$ cat config.mk
export PLATFORM = sky130hd
export DESIGN_NAME = embedding_gather_address_generator
export DESIGN_NICKNAME = d
export VERILOG_FILES = /design/src/rtl/egag_pkg.sv /design/src/rtl/egag_front.sv /design/src/rtl/egag_queue.sv /design/src/rtl/egag_back.sv /design/src/rtl/embedding_gather_address_generator.sv
export SDC_FILE = /design/constraint.sdc
export NUM_CORES = 2
export LEC_CHECK = 0
export BUFFER_PORTS_ARGS = -buffer_cell sky130_fd_sc_hd__buf_2
export CAP_MARGIN = 0
export CORE_UTILIZATION = 23
export CTS_BUF_LIST = sky130_fd_sc_hd__clkbuf_4
export DETAILED_ROUTE_END_ITERATION = 10
export SLEW_MARGIN = 20
export SYNTH_ARGS = -nofsm -noshare
export SYNTH_HDL_FRONTEND = slang
export SYNTH_SLANG_ARGS = --single-unit
$ cat constraint.sdc
create_clock -name clk -period 10.4 [get_ports clk]
set_input_delay 0 -clock clk [delete_from_list [all_inputs] [get_ports clk]]
set_output_delay 0 -clock clk [all_outputs]
set_load 0.05 [all_outputs]
$ cat src/rtl/egag_pkg.sv
// Shared types and constants for the embedding gather address generator.
`timescale 1ns / 1ps

package egag_pkg;

  // Field widths
  localparam int ROW_IDX_W = 64;
  localparam int POS_W     = 16;
  localparam int ROWS_W    = 31;
  localparam int STRIDE_W  = 21;
  localparam int COFF_W    = 20;
  localparam int CCNT_W    = 7;
  localparam int SRC_W     = 52;
  localparam int DST_W     = 40;
  localparam int COL_W     = 6;
  localparam int CFG_W     = 31;
  localparam int CFG_IDX_W = 3;

  // Width used for all column window compares
  localparam int CMP_W     = 22;

  // Beats issued per index at most
  localparam int MAX_BEATS = 64;
  localparam int BEATS_W   = 7;

  // Queue between front and back
  localparam int QDEPTH    = 2;
  localparam int QPTR_W    = 1;
  localparam int QCNT_W    = 2;

  // Register indexes
  typedef enum logic [CFG_IDX_W-1:0] {
    REG_ROW_COUNT        = 3'd0,
    REG_ROW_STRIDE       = 3'd1,
    REG_COL_OFFSET       = 3'd2,
    REG_COL_COUNT        = 3'd3,
    REG_COL_LIMIT        = 3'd4,
    REG_DST_OUTER_STRIDE = 3'd5,
    REG_DST_INNER_STRIDE = 3'd6,
    REG_DST_COL_STRIDE   = 3'd7
  } reg_idx_t;

  // Configuration register set
  typedef struct packed {
    logic [ROWS_W-1:0]   row_count;
    logic [STRIDE_W-1:0] row_stride;
    logic [COFF_W-1:0]   col_offset;
    logic [CCNT_W-1:0]   col_count;
    logic [STRIDE_W-1:0] col_limit;
    logic [STRIDE_W-1:0] dst_outer_stride;
    logic [STRIDE_W-1:0] dst_inner_stride;
    logic [STRIDE_W-1:0] dst_col_stride;
  } cfg_t;

  // One classified index, ready for beat generation
  typedef struct packed {
    logic             drop;
    logic [SRC_W-1:0] src_base;
    logic [DST_W-1:0] dst_base;
  } entry_t;

  // One result beat
  typedef struct packed {
    logic [SRC_W-1:0] src_addr;
    logic [DST_W-1:0] dst_addr;
    logic [COL_W-1:0] column;
    logic             dropped;
    logic             last;
  } result_t;

endpackage

$ cat src/rtl/egag_front.sv
// Front end: accept an index, wrap and bound-check it, form source and destination bases.
`timescale 1ns / 1ps

module egag_front import egag_pkg::*; (
  input  logic                 clk,
  input  logic                 rst,
  input  cfg_t                 cfg,
  input  logic                 in_valid,
  output logic                 in_ready,
  input  logic [ROW_IDX_W-1:0] row_index,
  input  logic [POS_W-1:0]     outer_pos,
  input  logic [POS_W-1:0]     inner_pos,
  output logic                 push,
  output entry_t               push_data,
  input  logic                 q_full
);

  typedef enum logic [1:0] {F_IDLE, F_WRAP, F_MUL, F_PUSH} fstate_t;

  localparam int PROD_W = POS_W + STRIDE_W;

  fstate_t              state;
  logic [ROW_IDX_W-1:0] idx;
  logic [POS_W-1:0]     outer;
  logic [POS_W-1:0]     inner;
  logic [ROWS_W-1:0]    row;
  logic                 drop;
  logic [PROD_W-1:0]    outer_prod;
  logic [PROD_W-1:0]    inner_prod;
  logic [SRC_W-1:0]     row_prod;
  logic [DST_W-1:0]     dst_base;
  logic [ROW_IDX_W-1:0] row_wrap;

  // Negative index counts from the end of the table
  always_comb begin
    if (idx[ROW_IDX_W-1]) begin
      row_wrap = idx + ROW_IDX_W'(cfg.row_count);
    end else begin
      row_wrap = idx;
    end
  end

  assign in_ready = (state == F_IDLE);
  assign push     = (state == F_PUSH) && !q_full;

  always_comb begin
    push_data.drop     = drop;
    push_data.src_base = row_prod + SRC_W'(cfg.col_offset);
    push_data.dst_base = dst_base;
  end

  // Step one index through wrap, multiply and hand-off
  always_ff @(posedge clk) begin
    if (rst) begin
      state <= F_IDLE;
    end else begin
      unique case (state)
        F_IDLE: begin
          if (in_valid) begin
            idx   <= row_index;
            outer <= outer_pos;
            inner <= inner_pos;
            state <= F_WRAP;
          end
        end
        F_WRAP: begin
          drop       <= row_wrap[ROW_IDX_W-1] ||
                        (row_wrap >= ROW_IDX_W'(cfg.row_count));
          row        <= row_wrap[ROWS_W-1:0];
          outer_prod <= PROD_W'(outer) * PROD_W'(cfg.dst_outer_stride);
          inner_prod <= PROD_W'(inner) * PROD_W'(cfg.dst_inner_stride);
          state      <= F_MUL;
        end
        F_MUL: begin
          row_prod <= SRC_W'(row) * SRC_W'(cfg.row_stride);
          dst_base <= DST_W'(outer_prod) + DST_W'(inner_prod);
          state    <= F_PUSH;
        end
        F_PUSH: begin
          if (!q_full) begin
            state <= F_IDLE;
          end
        end
        default: state <= F_IDLE;
      endcase
    end
  end

endmodule

$ cat src/rtl/egag_queue.sv
// Short queue of classified indexes between front and back.
`timescale 1ns / 1ps

module egag_queue import egag_pkg::*; (
  input  logic   clk,
  input  logic   rst,
  input  logic   push,
  input  entry_t push_data,
  output logic   full,
  input  logic   pop,
  output entry_t pop_data,
  output logic   not_empty
);

  entry_t              mem [QDEPTH];
  logic [QPTR_W-1:0]   wr_ptr;
  logic [QPTR_W-1:0]   rd_ptr;
  logic [QCNT_W-1:0]   count;

  assign full      = (count == QCNT_W'(QDEPTH));
  assign not_empty = (count != '0);
  assign pop_data  = mem[rd_ptr];

  // Store on push
  always_ff @(posedge clk) begin
    if (push) begin
      mem[wr_ptr] <= push_data;
    end
  end

  // Advance pointers and occupancy
  always_ff @(posedge clk) begin
    if (rst) begin
      wr_ptr <= '0;
      rd_ptr <= '0;
      count  <= '0;
    end else begin
      if (push) begin
        wr_ptr <= wr_ptr + 1'b1;
      end
      if (pop) begin
        rd_ptr <= rd_ptr + 1'b1;
      end
      case ({push, pop})
        2'b10:   count <= count + 1'b1;
        2'b01:   count <= count - 1'b1;
        default: count <= count;
      endcase
    end
  end

endmodule

$ cat src/rtl/egag_back.sv
// Back end: walk the column window and issue one address pair per cycle while the output is not stalled.
`timescale 1ns / 1ps

module egag_back import egag_pkg::*; #(
  parameter int MAX_COLS   = 64,
  parameter int BEAT_ELEMS = 1
) (
  input  logic    clk,
  input  logic    rst,
  input  cfg_t    cfg,
  input  logic    q_not_empty,
  input  entry_t  q_data,
  output logic    pop,
  output logic    out_valid,
  input  logic    out_ready,
  output result_t out_res
);

  localparam int CW = $clog2(MAX_COLS + BEAT_ELEMS);

  typedef enum logic {B_IDLE, B_RUN} bstate_t;

  bstate_t          state;
  logic [CW-1:0]    col;
  logic [BEATS_W-1:0] beats;
  logic             drop;
  logic [SRC_W-1:0] src_base;
  logic [DST_W-1:0] dst_acc;
  logic [CW-1:0]    col_nx;
  logic [BEATS_W-1:0] beats_nx;
  logic [CMP_W-1:0] col_ext;
  logic             ok_cur;
  logic             ok_nx;
  logic             slot_free;
  logic [DST_W-1:0] dst_step;

  // True when a beat at this column is still inside the window and under the beat limit
  function automatic logic beat_ok(input cfg_t c, input logic [CW-1:0] cl,
                                   input logic [BEATS_W-1:0] nb);
    logic [CMP_W-1:0] ce;
    ce = CMP_W'(cl);
    return (ce < CMP_W'(c.col_count)) && (ce < CMP_W'(MAX_COLS)) &&
           ((CMP_W'(c.col_offset) + ce) < CMP_W'(c.col_limit)) &&
           (nb < BEATS_W'(MAX_BEATS));
  endfunction

  assign col_nx    = col + CW'(BEAT_ELEMS);
  assign beats_nx  = beats + 1'b1;
  assign col_ext   = CMP_W'(col);
  assign ok_cur    = beat_ok(cfg, col, beats);
  assign ok_nx     = beat_ok(cfg, col_nx, beats_nx);
  assign slot_free = !out_valid || out_ready;
  assign dst_step  = DST_W'(cfg.dst_col_stride) * DST_W'(BEAT_ELEMS);
  assign pop       = (state == B_IDLE) && q_not_empty;

  // Load an index, then issue its beats into the output register
  always_ff @(posedge clk) begin
    if (rst) begin
      state     <= B_IDLE;
      out_valid <= 1'b0;
    end else begin
      // Drop a taken transaction unless a new beat replaces it below
      if (out_ready && (state != B_RUN)) begin
        out_valid <= 1'b0;
      end
      unique case (state)
        B_IDLE: begin
          if (q_not_empty) begin
            col      <= '0;
            beats    <= '0;
            drop     <= q_data.drop;
            src_base <= q_data.src_base;
            dst_acc  <= q_data.dst_base;
            state    <= B_RUN;
          end
        end
        B_RUN: begin
          if (slot_free) begin
            out_valid <= 1'b1;
            if (drop || !ok_cur) begin
              out_res <= '{src_addr: '0, dst_addr: '0, column: '0,
                           dropped: 1'b1, last: 1'b1};
              state   <= B_IDLE;
            end else begin
              out_res.src_addr <= src_base + SRC_W'(col);
              out_res.dst_addr <= dst_acc;
              out_res.column   <= col_ext[COL_W-1:0];
              out_res.dropped  <= 1'b0;
              out_res.last     <= !ok_nx;
              col              <= col_nx;
              beats            <= beats_nx;
              dst_acc          <= dst_acc + dst_step;
              if (!ok_nx) begin
                state <= B_IDLE;
              end
            end
          end
        end
        default: state <= B_IDLE;
      endcase
    end
  end

endmodule

$ cat src/rtl/embedding_gather_address_generator.sv
// The front steps each accepted index through its wrap, multiply and push states and
// takes no new index until it is idle again; the back loads an index and then issues
// one beat per cycle (up to 64) while the output is not stalled.
// A two-entry queue lets the front classify the next index while beats still issue.
// Reset (synchronous, active high) empties the queue, idles both ends, drops the
// output transaction and loads the configuration defaults.
`timescale 1ns / 1ps

module embedding_gather_address_generator import egag_pkg::*; #(
  parameter int MAX_COLS   = 64,
  parameter int BEAT_ELEMS = 1
) (
  input  logic                 clk,
  input  logic                 rst,
  input  logic                 cfg_we,
  input  logic [CFG_IDX_W-1:0] cfg_index,
  input  logic [CFG_W-1:0]     cfg_data,
  input  logic                 s_tvalid,
  output logic                 s_tready,
  input  logic [95:0]          s_tdata,   // row_index[63:0], outer_pos[79:64], inner_pos[95:80]
  output logic                 m_tvalid,
  input  logic                 m_tready,
  output logic [103:0]         m_tdata,   // src_addr[51:0], dst_addr[91:52], column[97:92]
  output logic                 m_tuser,   // dropped
  output logic                 m_tlast
);

  cfg_t    cfg;
  logic    push;
  entry_t  push_data;
  logic    q_full;
  logic    pop;
  entry_t  pop_data;
  logic    q_not_empty;
  result_t res;

  // Configuration registers
  always_ff @(posedge clk) begin
    if (rst) begin
      cfg.row_count        <= ROWS_W'(1);
      cfg.row_stride       <= STRIDE_W'(64);
      cfg.col_offset       <= '0;
      cfg.col_count        <= CCNT_W'(64);
      cfg.col_limit        <= STRIDE_W'(64);
      cfg.dst_outer_stride <= '0;
      cfg.dst_inner_stride <= '0;
      cfg.dst_col_stride   <= STRIDE_W'(1);
    end else if (cfg_we) begin
      unique case (reg_idx_t'(cfg_index))
        REG_ROW_COUNT:        cfg.row_count        <= cfg_data[ROWS_W-1:0];
        REG_ROW_STRIDE:       cfg.row_stride       <= cfg_data[STRIDE_W-1:0];
        REG_COL_OFFSET:       cfg.col_offset       <= cfg_data[COFF_W-1:0];
        REG_COL_COUNT:        cfg.col_count        <= cfg_data[CCNT_W-1:0];
        REG_COL_LIMIT:        cfg.col_limit        <= cfg_data[STRIDE_W-1:0];
        REG_DST_OUTER_STRIDE: cfg.dst_outer_stride <= cfg_data[STRIDE_W-1:0];
        REG_DST_INNER_STRIDE: cfg.dst_inner_stride <= cfg_data[STRIDE_W-1:0];
        REG_DST_COL_STRIDE:   cfg.dst_col_stride   <= cfg_data[STRIDE_W-1:0];
        default: ;
      endcase
    end
  end

  egag_front u_front (
    .clk       (clk),
    .rst       (rst),
    .cfg       (cfg),
    .in_valid  (s_tvalid),
    .in_ready  (s_tready),
    .row_index (s_tdata[63:0]),
    .outer_pos (s_tdata[79:64]),
    .inner_pos (s_tdata[95:80]),
    .push      (push),
    .push_data (push_data),
    .q_full    (q_full)
  );

  egag_queue u_queue (
    .clk       (clk),
    .rst       (rst),
    .push      (push),
    .push_data (push_data),
    .full      (q_full),
    .pop       (pop),
    .pop_data  (pop_data),
    .not_empty (q_not_empty)
  );

  egag_back #(
    .MAX_COLS   (MAX_COLS),
    .BEAT_ELEMS (BEAT_ELEMS)
  ) u_back (
    .clk         (clk),
    .rst         (rst),
    .cfg         (cfg),
    .q_not_empty (q_not_empty),
    .q_data      (pop_data),
    .pop         (pop),
    .out_valid   (m_tvalid),
    .out_ready   (m_tready),
    .out_res     (res)
  );

  // Pack the result transaction
  assign m_tdata = {6'b0, res.column, res.dst_addr, res.src_addr};
  assign m_tuser = res.dropped;
  assign m_tlast = res.last;

endmodule
==> metrics.txt <==
post-route setup TNS 0 ns; first-pass GRT wire length 369300 um; WL per Instance 17.36 um; Num CTS Buffers 238; Final Max Slew Viols 0; Sw Ratio 37.03%; DRT Wirelength 240300 um; Max Cap Violations 0; Critical Path Max Stage Delay 0.81 ns; combinational share of power 32.4%; Buf/Inv on CP 6; vias in the first global route 62003; failing checks design-rule violations; # fillers 37706; Hold WC Path Type in -> reg; status finished, violations left; GP Congestion 0.8701; arrival time at the worst endpoint 8.86 ns; YS warnings 0; die area 0.3606 mm^2; clk_lat worst skew 1.26 ns; Vias/cell 4.338; layout cells sized above 1 9.251%; Seq/Total Area, Yosys 29.00%; Sink Count 853; DP Area 0.08879 mm^2; P_sw 4.352 mW; core footprint 0.3562 mm^2; Least-Margin Pin Slew 1.259 ns; Detailed Routing Iterations Pass 1 9; crit share post-route 76.17%; grt ovf 0; Port Buffers 236; clk buf depth 4; Reg clk slew, reported paths 0.07 ns; fraction of registers with async set/reset 0%; Worst EP required 11.34 ns; Final nets 10701; Cell variety after synth 94; pwr dens 122.2 mW/mm^2; hpwl dp 176200 um; FF+latch count, synth 853; Tot Pwr 11.75 mW; CTS Hold Bufs 412; Area Growth Syn to Fin 16.75%; routed via count 60044; VDD IR-drop max 0.00008711 V; FF-to-FF setup slack 2.48 ns; reg2reg start cfg[116]; Post-DRT Antenna Nets 0; PostCTS Resize Cnt 0; RR Endpoint u_front.row_prod[42]; hold endpoint u_front.idx[55]; Final Instance Area 0.09617 mm^2; Critical Path Source Type flop; CP max-delay cell a2111oi_0; WHS Path Cells 3; R2R cell count 26; H-tree Lvls 4; min Tclk post-route 7.922 ns; sequential share of power 40.1%; critical path fanouts, max 12; critical hold path startpoint s_tdata[55]; max_slew headroom 15.81%; initial antenna violation count 21; nature of the critical path endpoint flop; Hold Vio Cnt, Final 0; Post-synth EDFFs 681; Avg Synthesized Cell Area 9.939 um^2; largest net degree at the start of global routing 135; Fmax 126.2 MHz; P_int 7.401 mW; boundary pin count 243; crit-path leading delay family adder cells; DRT iter0 DRCs 4263; Layout Skew 0.1889 ns; Crit Path Category reg -> reg; RSZ-0062 raised after global routing no; crit-path most repeated cell fa_1; clock root buffer clkbuf_4; cell count after synthesis 8288; clock power share 27.4%; Initial Util 23.13%; GRT Overall Usage 13.19%; Leak Pwr 41.26 nW; die width 600.5 um; synthesized area 0.08238 mm^2; # DRC 26; # rows 219; top_reg_cell synth edfxtp_1; chip height 600.5 um; Setup Fix Bufs, Post-CTS 0; setup violators final 0; CTS tree built
cell families (layout without fill, tap and decap cells):
logic type	after synthesis	after routing	synth area share [%]
AO/OA/AOI/OAI	970	970	7.374
XOR/XNOR	355	355	3.774
adder cells (fa/ha/maj)	1683	1683	35.43
buffers and inverters	1715	2491	7.880
flip-flops	853	853	29.00
multiplexers	102	102	1.359
other	1	28	0.004552
AND/OR/NAND/NOR	2609	2609	15.17
final cells by class:
class	count	area [um^2]	share of cell area, %
Multi-Input combinational cell	5725	52110	54.19
Sequential cell	853	23900	24.85
Timing Repair Buffer	736	6090	6.332
Tap cell	4751	5944	6.181
Inverter	1329	4989	5.187
Clock buffer	343	2575	2.677
Clock inverter	83	509.2	0.5295
Antenna cell	22	55.05	0.05724
layer usage:
metal	vias to the layer above	share of wire, %	track usage, %
met5	-	0.021	0
met4	8	5.4	6.965
met3	531	5.5	1.907
met2	1834	48	22.29
met1	29858	41	16.26
li1	27813	-	-
sequential cells by signal, summed over array words and instances (netlist names), 38 cells and up, named ones only:
name / flops
cfg: 163
u_back.src_base: 52
u_front.dst_base: 38
u_back.out_res: 100
u_back.dst_acc: 40
u_front.row_prod: 52
u_front.idx: 64
u_queue.mem: 182
synthesized netlist by cell type (37+ instances only):
library cell / n / area, um^2
a211oi_1: 43 / 322.8
a21o_1: 129 / 968.4
a21oi_1: 413 / 2067
and2_1: 624 / 3904
and3_1: 42 / 262.8
clkbuf_1: 354 / 1329
dfxtp_1: 172 / 3443
edfxtp_1: 681 / 20450
fa_1: 1083 / 21680
ha_1: 600 / 7507
inv_1: 1328 / 4985
mux2_2: 79 / 889.6
nand2_1: 1270 / 4767
nand2b_1: 45 / 281.5
nand3_1: 101 / 505.5
nand4_1: 64 / 400.4
nor2_1: 230 / 863.3
nor2b_1: 76 / 475.5
nor3_1: 57 / 285.3
o21a_1: 37 / 277.8
o21ai_0: 119 / 595.6
o21bai_1: 49 / 367.9
xnor2_1: 226 / 1979
xor2_1: 129 / 1130
layout by cell type, fill, tap and decap left out, types with 45 or more instances in the layout:
cell and instances:
inv_1 1328, nand2_1 1270, fa_1 1083, edfxtp_1 681, and2_1 624, ha_1 600
a21oi_1 412, dlygate4sd3_1 403, clkbuf_4 343, buf_2 235, nor2_1 226, xnor2_1 226
dfxtp_1 170, xor2_1 129, a21o_1 129, o21ai_0 119, nand3_1 101, buf_4 85
mux2_2 79, nor2b_1 74, nand4_1 64, nor3_1 55, o21bai_1 49, clkinv_1 47
nand2b_1 45
power groups by stage:
stage / registers, mW / logic [mW] / clock network [mW]
after global placement: 4.79 / 3.63 / 0
after CTS: 4.72 / 3.82 / 3.35
after floorplan: 4.60 / 2.63 / 0
final: 4.72 / 3.81 / 3.22
after global routing: 4.75 / 4.25 / 3.51
after detailed placement: 4.80 / 3.67 / 0
how the worst max path moves through the flow:
stage                          start              endpoint  slack (ns)  depth (start not counted)
finish                      cfg[116]  u_front.row_prod[42]        2.48                         26
global route                cfg[116]  u_front.row_prod[44]        2.16                         26
CTS                         cfg[116]  u_front.row_prod[44]        2.48                         26
detailed placement   u_front.row[10]  u_front.row_prod[44]        2.49                         27
global placement     u_front.row[10]  u_front.row_prod[42]        2.49                         27
floorplan           u_front.state[0]        u_front.idx[0]        1.69                          4
worst min-delay path, cell delays in order:
cell and delay (ns):
dlygate4sd3_1 0.52, buf_2 0.10, dlygate4sd3_1 0.55
metrics by stage:
stage / worst slack, ns / hold WS, ns / util [%] / instances
floorplan: 1.688 / 0.09887 / - / 8293
global placement: 2.491 / 0.1775 / 24.93 / 12980
detailed placement: 2.491 / 0.1785 / 24.93 / 12980
CTS: 2.483 / 0.001764 / 26.98 / 13818
global route: 2.165 / 0.02535 / 27.00 / 13840
finish: 2.478 / 0.1088 / 27.00 / 13842
(Power assumes the default switching activity.)
